$ cat config.mk
export PLATFORM = sky130hd
export DESIGN_NAME = touch_key_event_classifier
export DESIGN_NICKNAME = d
export VERILOG_FILES = /design/src/rtl/tkec_pkg.sv /design/src/rtl/tkec_fifo.sv /design/src/rtl/tkec_front.sv /design/src/rtl/tkec_back.sv /design/src/rtl/touch_key_event_classifier.sv
export SDC_FILE = /design/constraint.sdc
export NUM_CORES = 2
export LEC_CHECK = 0
export BUFFER_PORTS_ARGS = -buffer_cell sky130_fd_sc_hd__buf_2
export CORE_ASPECT_RATIO = 2
export CORE_MARGIN = 4
export CORE_UTILIZATION = 35
export DETAILED_ROUTE_END_ITERATION = 16
export GPL_ROUTABILITY_DRIVEN = 0
export PLACE_DENSITY_LB_ADDON = 0.2
export SETUP_SLACK_MARGIN = 0.3
export SLEW_MARGIN = 20
export SYNTH_ARGS = -nofsm -noshare
export SYNTH_HDL_FRONTEND = slang
export SYNTH_SLANG_ARGS = --single-unit
export TNS_END_PERCENT = 1
$ cat constraint.sdc
create_clock -name clk -period 9.2 [get_ports clk]
set_input_delay 0.92 -clock clk [delete_from_list [all_inputs] [get_ports clk]]
set_output_delay 0.92 -clock clk [all_outputs]
set_load 0.005 [all_outputs]
$ cat src/rtl/tkec_pkg.sv
// Shared types and constants for the touch key event classifier.
// Used by the front, back and top modules; depends on nothing else.
package tkec_pkg;

    // Fixed sizes from the item formats
    localparam int MAX_SLOTS   = 8;
    localparam int MASK_W      = MAX_SLOTS + 1;
    localparam int STATUS_W    = 12;
    localparam int TIME_W      = 32;
    localparam int HOLD_W      = 16;
    localparam int BUTTON_IRQ_POS = 2;
    localparam int QUEUE_DEPTH = 2;

    // Configuration port
    localparam int PADDR_W = 3;
    localparam int PDATA_W = 32;
    localparam int REG_IDX_BIT = 2;
    localparam logic REG_BUTTON_ENABLE = 1'b0;
    localparam logic REG_LONG_HOLD     = 1'b1;
    localparam logic [MAX_SLOTS-1:0] ENABLE_RESET = 8'hFF;
    localparam logic [HOLD_W-1:0]    HOLD_RESET   = 16'd1000;

    // One input item: a poll of the controller
    typedef struct packed {
        logic                irq_seen;
        logic [7:0]          irq_source;
        logic [STATUS_W-1:0] cap_status;
        logic [TIME_W-1:0]   now_ms;
    } poll_t;

    // One result item
    typedef struct packed {
        logic [MASK_W-1:0] tap_bits;
        logic [MASK_W-1:0] rel_bits;
        logic [MASK_W-1:0] long_tap_bits;
        logic [MASK_W-1:0] long_rel_bits;
    } result_t;

    // Configuration seen by front and back
    typedef struct packed {
        logic [MAX_SLOTS-1:0] button_enable;
        logic [HOLD_W-1:0]    long_hold_ms;
    } cfg_t;

    // Poll mapped onto slots, queued between front and back
    typedef struct packed {
        logic                 irq;
        logic [MAX_SLOTS-1:0] touch;
        logic [MAX_SLOTS-1:0] active;
        logic [TIME_W-1:0]    now_ms;
    } slot_item_t;

endpackage

$ cat src/rtl/tkec_fifo.sv
// Small first-word-fall-through queue built from registers.
// Used between front and back and on the result side; no package needed.
module tkec_fifo #(
    parameter int WIDTH = 8,
    parameter int DEPTH = 2
) (
    input  logic             clk,
    input  logic             rst_n,
    input  logic             push,
    input  logic [WIDTH-1:0] din,
    output logic             full,
    input  logic             pop,
    output logic [WIDTH-1:0] dout,
    output logic             empty
);
    localparam int PW = (DEPTH > 1) ? $clog2(DEPTH) : 1;
    localparam int CW = $clog2(DEPTH + 1);

    logic [WIDTH-1:0] mem_reg [DEPTH];
    logic [PW-1:0]    wr_ptr_reg, wr_ptr_next;
    logic [PW-1:0]    rd_ptr_reg, rd_ptr_next;
    logic [CW-1:0]    count_reg, count_next;
    logic             do_push, do_pop;

    assign full    = (count_reg == CW'(DEPTH));
    assign empty   = (count_reg == '0);
    assign do_push = push && !full;
    assign do_pop  = pop && !empty;
    assign dout    = mem_reg[rd_ptr_reg];

    // Pointer and fill count update
    always_comb
    begin
        wr_ptr_next = wr_ptr_reg;
        rd_ptr_next = rd_ptr_reg;
        count_next  = count_reg;
        if (do_push)
        begin
            wr_ptr_next = (wr_ptr_reg == PW'(DEPTH - 1)) ? '0 : wr_ptr_reg + 1'b1;
        end
        if (do_pop)
        begin
            rd_ptr_next = (rd_ptr_reg == PW'(DEPTH - 1)) ? '0 : rd_ptr_reg + 1'b1;
        end
        if (do_push && !do_pop)
        begin
            count_next = count_reg + 1'b1;
        end
        else if (do_pop && !do_push)
        begin
            count_next = count_reg - 1'b1;
        end
    end

    always_ff @(posedge clk or negedge rst_n)
    begin
        if (!rst_n)
        begin
            wr_ptr_reg <= '0;
            rd_ptr_reg <= '0;
            count_reg  <= '0;
        end
        else
        begin
            wr_ptr_reg <= wr_ptr_next;
            rd_ptr_reg <= rd_ptr_next;
            count_reg  <= count_next;
        end
    end

    // Storage, no reset
    always_ff @(posedge clk)
    begin
        if (do_push)
        begin
            mem_reg[wr_ptr_reg] <= din;
        end
    end

endmodule

$ cat src/rtl/tkec_front.sv
// Front end: masks the status by the interrupt source and maps enabled
// channels onto slots. Depends on tkec_pkg.
module tkec_front #(
    parameter int NUM_BUTTONS = 8
) (
    input  tkec_pkg::cfg_t       cfg,
    input  tkec_pkg::poll_t      poll,
    output tkec_pkg::slot_item_t item
);
    import tkec_pkg::*;

    logic [STATUS_W-1:0]  status_eff;
    logic [3:0]           slot_idx [NUM_BUTTONS];
    logic [3:0]           active_cnt;
    logic [MAX_SLOTS-1:0] touch;
    logic [MAX_SLOTS-1:0] active;

    // Status reads as all untouched without a button interrupt
    assign status_eff = poll.irq_source[BUTTON_IRQ_POS] ? poll.cap_status : '0;

    // Slot of each channel: number of enabled channels below it
    always_comb
    begin
        for (int p = 0; p < NUM_BUTTONS; p++)
        begin
            slot_idx[p] = '0;
            for (int q = 0; q < p; q++)
            begin
                slot_idx[p] = slot_idx[p] + 4'(cfg.button_enable[q]);
            end
        end
    end

    // Gather touch bits per slot, and the run of active slots
    always_comb
    begin
        touch      = '0;
        active_cnt = '0;
        for (int p = 0; p < NUM_BUTTONS; p++)
        begin
            active_cnt = active_cnt + 4'(cfg.button_enable[p]);
            for (int s = 0; s < NUM_BUTTONS; s++)
            begin
                if (cfg.button_enable[p] && slot_idx[p] == 4'(s))
                begin
                    touch[s] = status_eff[p];
                end
            end
        end
        for (int s = 0; s < MAX_SLOTS; s++)
        begin
            active[s] = (4'(s) < active_cnt);
        end
    end

    assign item.irq    = poll.irq_seen;
    assign item.touch  = touch;
    assign item.active = active;
    assign item.now_ms = poll.now_ms;

endmodule

$ cat src/rtl/tkec_back.sv
// Back end: per-slot press tracking lanes that produce the event masks.
// Depends on tkec_pkg.
module tkec_back #(
    parameter int NUM_BUTTONS = 8
) (
    input  logic                 clk,
    input  logic                 rst_n,
    input  tkec_pkg::cfg_t       cfg,
    input  tkec_pkg::slot_item_t item,
    input  logic                 item_valid,
    input  logic                 out_full,
    output logic                 item_pop,
    output tkec_pkg::result_t    result,
    output logic                 result_push
);
    import tkec_pkg::*;

    logic [NUM_BUTTONS-1:0] touched_reg, touched_next;
    logic [NUM_BUTTONS-1:0] held_reg, held_next;
    logic [NUM_BUTTONS-1:0] lrep_reg, lrep_next;
    logic [TIME_W-1:0]      press_reg [NUM_BUTTONS];
    logic [TIME_W-1:0]      press_next [NUM_BUTTONS];
    logic [MASK_W-1:0]      tap, rel, ltap, lrel;
    logic [TIME_W-1:0]      elapsed [NUM_BUTTONS];
    logic                   tn, over;

    assign item_pop = item_valid && !out_full;

    // Lanes: one per slot, all working on the same item
    always_comb
    begin
        touched_next = touched_reg;
        held_next    = held_reg;
        lrep_next    = lrep_reg;
        press_next   = press_reg;
        tap  = '0;
        rel  = '0;
        ltap = '0;
        lrel = '0;
        tn   = 1'b0;
        over = 1'b0;
        for (int s = 0; s < NUM_BUTTONS; s++)
        begin
            elapsed[s] = item.now_ms - press_reg[s];
            if (item.active[s])
            begin
                tn   = item.irq ? item.touch[s] : touched_reg[s];
                over = elapsed[s] > TIME_W'(cfg.long_hold_ms);
                touched_next[s] = tn;
                if (!held_reg[s] && tn)
                begin
                    held_next[s]  = 1'b1;
                    press_next[s] = item.now_ms;
                    lrep_next[s]  = 1'b0;
                    tap[s+1]      = 1'b1;
                end
                else if (!tn && held_reg[s])
                begin
                    held_next[s] = 1'b0;
                    lrep_next[s] = 1'b0;
                    if (over)
                    begin
                        lrel[s+1] = 1'b1;
                    end
                    else
                    begin
                        rel[s+1] = 1'b1;
                    end
                end
                else if (!lrep_reg[s] && tn && over)
                begin
                    lrep_next[s] = 1'b1;
                    ltap[s+1]    = 1'b1;
                end
            end
        end
    end

    assign result.tap_bits      = tap;
    assign result.rel_bits      = rel;
    assign result.long_tap_bits = ltap;
    assign result.long_rel_bits = lrel;
    assign result_push = item_pop && ((tap | rel | ltap | lrel) != '0);

    // Slot state commits when an item is taken from the queue
    always_ff @(posedge clk or negedge rst_n)
    begin
        if (!rst_n)
        begin
            touched_reg <= '0;
            held_reg    <= '0;
            lrep_reg    <= '0;
            for (int s = 0; s < NUM_BUTTONS; s++)
            begin
                press_reg[s] <= '0;
            end
        end
        else if (item_pop)
        begin
            touched_reg <= touched_next;
            held_reg    <= held_next;
            lrep_reg    <= lrep_next;
            press_reg   <= press_next;
        end
    end

    // A long tap is only ever flagged during a press
    a_lrep_held: assert property (@(posedge clk) disable iff (!rst_n)
        (lrep_reg & ~held_reg) == '0)
        else $error("long report flag set on a slot that is not held");

    // A result carries at least one event and never uses bit 0
    a_push_nonzero: assert property (@(posedge clk) disable iff (!rst_n)
        result_push |-> ((tap | rel | ltap | lrel) != '0) &&
                        !(tap[0] || rel[0] || ltap[0] || lrel[0]))
        else $error("bad result pushed");

    // A slot reports at most one event per item
    a_one_event: assert property (@(posedge clk) disable iff (!rst_n)
        item_pop |-> ((tap & (rel | ltap | lrel)) == '0) &&
                     ((rel & (ltap | lrel)) == '0) && ((ltap & lrel) == '0))
        else $error("slot reported two events in one item");

    // Items leave the queue only when the result side has room
    a_pop_room: assert property (@(posedge clk) disable iff (!rst_n)
        item_pop |-> item_valid && !out_full)
        else $error("item taken without room for its result");

endmodule

$ cat src/rtl/touch_key_event_classifier.sv
// Touch key event classifier, top level. Depends on tkec_pkg, tkec_fifo,
// tkec_front and tkec_back.
// A result is visible (empty low) after its poll is registered in the slot queue,
// passes the combinational back lanes and is registered in the result queue.
// Throughput: one poll per cycle while the result queue has room (combinational lanes).
// Reset (rst_n low, asynchronous): queues empty, all slots idle, registers
// at button_enable = 0xFF and long_hold_ms = 1000.
module touch_key_event_classifier #(
    parameter int NUM_BUTTONS = 8
) (
    input  logic                          clk,
    input  logic                          rst_n,
    input  logic                          push,
    output logic                          full,
    input  tkec_pkg::poll_t               poll,
    output logic                          empty,
    input  logic                          pop,
    output tkec_pkg::result_t             result,
    input  logic                          psel,
    input  logic                          penable,
    input  logic                          pwrite,
    input  logic [tkec_pkg::PADDR_W-1:0]  paddr,
    input  logic [tkec_pkg::PDATA_W-1:0]  pwdata,
    output logic [tkec_pkg::PDATA_W-1:0]  prdata,
    output logic                          pready
);
    import tkec_pkg::*;

    cfg_t       cfg_reg;
    slot_item_t front_item, back_item;
    logic       mid_full, mid_empty, mid_pop;
    result_t    back_result;
    logic       back_push, out_full;
    logic       cfg_wr;

    // Configuration registers
    assign pready = 1'b1;
    assign cfg_wr = psel && penable && pwrite;

    always_ff @(posedge clk or negedge rst_n)
    begin
        if (!rst_n)
        begin
            cfg_reg.button_enable <= ENABLE_RESET;
            cfg_reg.long_hold_ms  <= HOLD_RESET;
        end
        else if (cfg_wr)
        begin
            unique case (paddr[REG_IDX_BIT])
                REG_BUTTON_ENABLE: cfg_reg.button_enable <= pwdata[MAX_SLOTS-1:0];
                REG_LONG_HOLD:     cfg_reg.long_hold_ms  <= pwdata[HOLD_W-1:0];
                default:           cfg_reg <= cfg_reg;
            endcase
        end
    end

    always_comb
    begin
        unique case (paddr[REG_IDX_BIT])
            REG_BUTTON_ENABLE: prdata = PDATA_W'(cfg_reg.button_enable);
            REG_LONG_HOLD:     prdata = PDATA_W'(cfg_reg.long_hold_ms);
            default:           prdata = '0;
        endcase
    end

    // Front: classify the poll onto slots
    tkec_front #(
        .NUM_BUTTONS(NUM_BUTTONS)
    ) u_front (
        .cfg  (cfg_reg),
        .poll (poll),
        .item (front_item)
    );

    assign full = mid_full;

    // Queue between front and back
    tkec_fifo #(
        .WIDTH($bits(slot_item_t)),
        .DEPTH(QUEUE_DEPTH)
    ) u_mid_q (
        .clk   (clk),
        .rst_n (rst_n),
        .push  (push),
        .din   (front_item),
        .full  (mid_full),
        .pop   (mid_pop),
        .dout  (back_item),
        .empty (mid_empty)
    );

    // Back: per-slot press tracking
    tkec_back #(
        .NUM_BUTTONS(NUM_BUTTONS)
    ) u_back (
        .clk         (clk),
        .rst_n       (rst_n),
        .cfg         (cfg_reg),
        .item        (back_item),
        .item_valid  (!mid_empty),
        .out_full    (out_full),
        .item_pop    (mid_pop),
        .result      (back_result),
        .result_push (back_push)
    );

    // Result queue
    tkec_fifo #(
        .WIDTH($bits(result_t)),
        .DEPTH(QUEUE_DEPTH)
    ) u_out_q (
        .clk   (clk),
        .rst_n (rst_n),
        .push  (back_push),
        .din   (back_result),
        .full  (out_full),
        .pop   (pop),
        .dout  (result),
        .empty (empty)
    );

endmodule
==> metrics <==
Yosys reg bits 474; IO Pins 166; R2R setup slack 1.19 ns; Die Y 477 µm; slew margin rel. between 30% and 40%; Vias 34300; setup repair bufs after CTS 0; final layout net count 5155; CP peak stage delay slightly above 0.7 ns; layout cell share with drive strength beyond 1 under 10%; Pins Over Slew Limit 0; IO Port Bufs 115; area grow syn2layout 10.9%; CTS tree done; largest net degree at the start of global routing approximately 130; fin crit period about 8.0 ns; ANT nets after route 0; CP Cell Sequence buf_4 > mux2i_1 > clkinv_1 > buf_4 > ha_1 > nand2_1 > o21ai_0 > nand2b_1 > o21ai_0 > xnor2_1 > ha_1 > and4_1 > nand3_1 > or3_1 > nor2_1 > a21oi_1 > nor4_1 > nand4_1 > nor4_1 > nand4_1 > a22oi_1 > a31oi_1 > buf_4 > and2_2; synthesized area per cell 8.47 µm²; CTS max path bufs 3; CP Max Fanout 32; max-cap viol count 0; first-pass GRT wire length 208000 µm; Syn. warnings 0; Overall Global Routing Usage 23.3%; clk_skew approximately 0.039 ns; final worst-path cycle share 87.0%; dpl hpwl 107000 µm; CP Launch Type flip-flop; status finished, final reports clean; sequential share of the synthesized area 33.0%; H-tree depth reported by CTS 2; FP Rows 171; total CTS buffers 47; CP bufs+invs 4; die area approximately 0.12 mm²; WL/cell 23.0 µm; Setup TNS Final 0 ns; cell mode on critical path buf_4; Core Footprint 0.109 mm²; CP Class reg -> reg; Syn Std Cell Area 0.0385 mm²; worst r2r dst u_out_q.mem_reg[1][31]; initial antenna violation count 5; hold_buf cts 0; Mapped Cells about 4500; Crit. End Element flip-flop; number of global-route vias before repair 34900; Async SR Flop Fraction 65.8%; Initial Utilization between 30% and 40%; Arr. time, crit path 8.28 ns; final setup vio count 0; DRC errors left 0; FF-to-FF Start u_mid_q.rd_ptr_reg; Final Util 39.2%; die width 243 µm; clk_lat worst skew 0.65 ns; Post-synth EDFFs 162; via/cell ratio 5.67; CTS resizes 0; max reg flops 256; Worst EP required 9.47 ns; cell count of the worst reg-to-reg path 24; RSZ-0062 raised after global routing false; Sinks on Clock Net 474; unique cell type count in the Yosys netlist 85; slowest CP cell dfrtp_2; largest delay contributor family on the critical path simple AND/OR/NAND/NOR gates; Fmax 125 MHz; Worst-Margin Slew 0.982 ns; DR iter-0 viols around 1900; drt total wl 139000 µm; GR Overflow Total 0; Root Driver clkbuf_16; endpoints failing hold 0; Reg clk slew, reported paths roughly 0.070 ns; type of the most critical hold path in -> async; drt first pass iters 6; ys flop type dfrtp_1
[worst max path at each step]
stage | startpoint | end | slack (ns) | cells past startpoint
after detailed placement | u_mid_q.rd_ptr_reg | u_out_q.mem_reg[0][31] | 1.12 | 24
after global routing | u_mid_q.rd_ptr_reg | u_out_q.mem_reg[1][18] | 0.81 | 24
after global placement | u_mid_q.rd_ptr_reg | u_out_q.mem_reg[0][18] | 1.16 | 24
after floorplan | u_mid_q.rd_ptr_reg | u_out_q.mem_reg[1][0] | 0.81 | 24
after CTS | u_mid_q.rd_ptr_reg | u_out_q.mem_reg[0][4] | 1.05 | 24
final | u_mid_q.rd_ptr_reg | u_out_q.mem_reg[1][31] | 1.19 | 24
[cells by family (layout without fill, tap and decap cells)]
group,Yosys count,after routing,share of synthesized area [%]
adders and majority gates,435,435,14.3
xor gates and xnor gates,196,196,4.48
and+or+nand+nor,1396,1396,17.3
AOI/OAI and AO/OA,1326,1326,20.8
DFF,474,474,33.0
muxes,156,156,4.36
other,2,24,0.0195
buffers and inverters,561,660,5.69
[cell type report]
cell class                 instances  area [µm²]
fill                           11100       66200
timing repair buffer             203        1300
clock inverter                    32         562
sequential                       474       12700
antenna                            3        7.51
clock buffer                      56        1280
multi-input combinational       3530       23800
tap                             1384        1730
inverter                         369        1390
[worst register-to-register path: stages (launching register included)]
cell and delay [ns]:
dfrtp_2 0.72, buf_4 0.39, mux2i_1 0.28, clkinv_1 0.49
buf_4 0.39, ha_1 0.36, nand2_1 0.13, o21ai_0 0.15
nand2b_1 0.18, o21ai_0 0.62, xnor2_1 0.13, ha_1 0.32
and4_1 0.21, nand3_1 0.07, or3_1 0.37, nor2_1 0.11
a21oi_1 0.05, nor4_1 0.30, nand4_1 0.12, nor4_1 0.29
nand4_1 0.55, a22oi_1 0.58, a31oi_1 0.15, buf_4 0.17
and2_2 0.50
[routing by layer]
layer / vias up / track usage (%) / part of all wire, % / routed length (µm)
met2: 903 / 43.2 / 51 / 71000
met1: 16400 / 22.6 / 35 / 48200
met4: 2 / 19.0 / 10 / 14000
met3: 431 / 3.52 / 4.3 / 6050
met5: - / 0 / 0.010 / 14
li1: 16500 / - / - / -
[cells in the mapped netlist, types with 14 or more instances]
cell type	number	area (µm²)
nor2_1	471	1770
ha_1	425	5320
o2111ai_1	19	166
a21o_1	68	510
nand4_1	114	713
o21ai_0	254	1270
buf_4	21	158
nand2b_1	46	288
edfxtp_1	162	4860
or3_1	22	138
a211oi_1	43	323
nand3_1	83	415
dfrtp_1	298	7460
o21bai_1	22	165
and3_1	24	150
nor3_1	71	355
xnor2_1	112	981
inv_1	339	1270
a31oi_1	42	263
o21a_1	52	390
a21boi_0	14	105
clkinv_1	30	113
or4_1	23	173
nand2_1	352	1320
mux2_2	84	946
nor4_1	39	244
clkbuf_1	162	608
and2_1	27	169
o211ai_1	50	375
nor2b_1	56	350
mux2i_1	71	711
a21oi_1	585	2930
dfstp_2	14	368
xor2_1	83	727
o22ai_1	20	125
[cell usage in the layout, fill, tap and decap left out, drive strengths merged, types with 14 or more instances in the layout]
| cell | n |
|---|---|
| nand4 | 114 |
| buf | 203 |
| nand3 | 83 |
| xnor2 | 112 |
| clkbuf | 56 |
| o22ai | 20 |
| nand2 | 352 |
| a211oi | 43 |
| nor2 | 471 |
| xor2 | 84 |
| o21ai | 257 |
| dfrtp | 298 |
| and2 | 28 |
| dfstp | 14 |
| o21bai | 22 |
| conb | 21 |
| nor3 | 71 |
| o21a | 52 |
| clkinv | 45 |
| a21boi | 14 |
| nor2b | 56 |
| and3 | 24 |
| inv | 340 |
| nor4 | 40 |
| mux2 | 84 |
| a31oi | 42 |
| nand2b | 46 |
| o2111ai | 19 |
| o211ai | 50 |
| or3 | 22 |
| a21oi | 585 |
| mux2i | 72 |
| edfxtp | 162 |
| a21o | 68 |
| ha | 425 |
| or4 | 23 |
[stage by stage]
step / instances / setup slack, ns / instance area [µm²] / hold WS (ns)
after floorplan: 4565 / 0.807 / 38600 / 0.451
after global placement: 5959 / 1.16 / 40800 / 0.464
after detailed placement: 5959 / 1.12 / 40800 / 0.474
after CTS: 6047 / 1.05 / 42700 / 0.275
after global routing: 6049 / 0.808 / 42700 / 0.311
final: 6051 / 1.19 / 42700 / 0.257
Power is not shown: default switching activity piles up to over one toggle a cycle in this logic, so the estimate is an artifact.
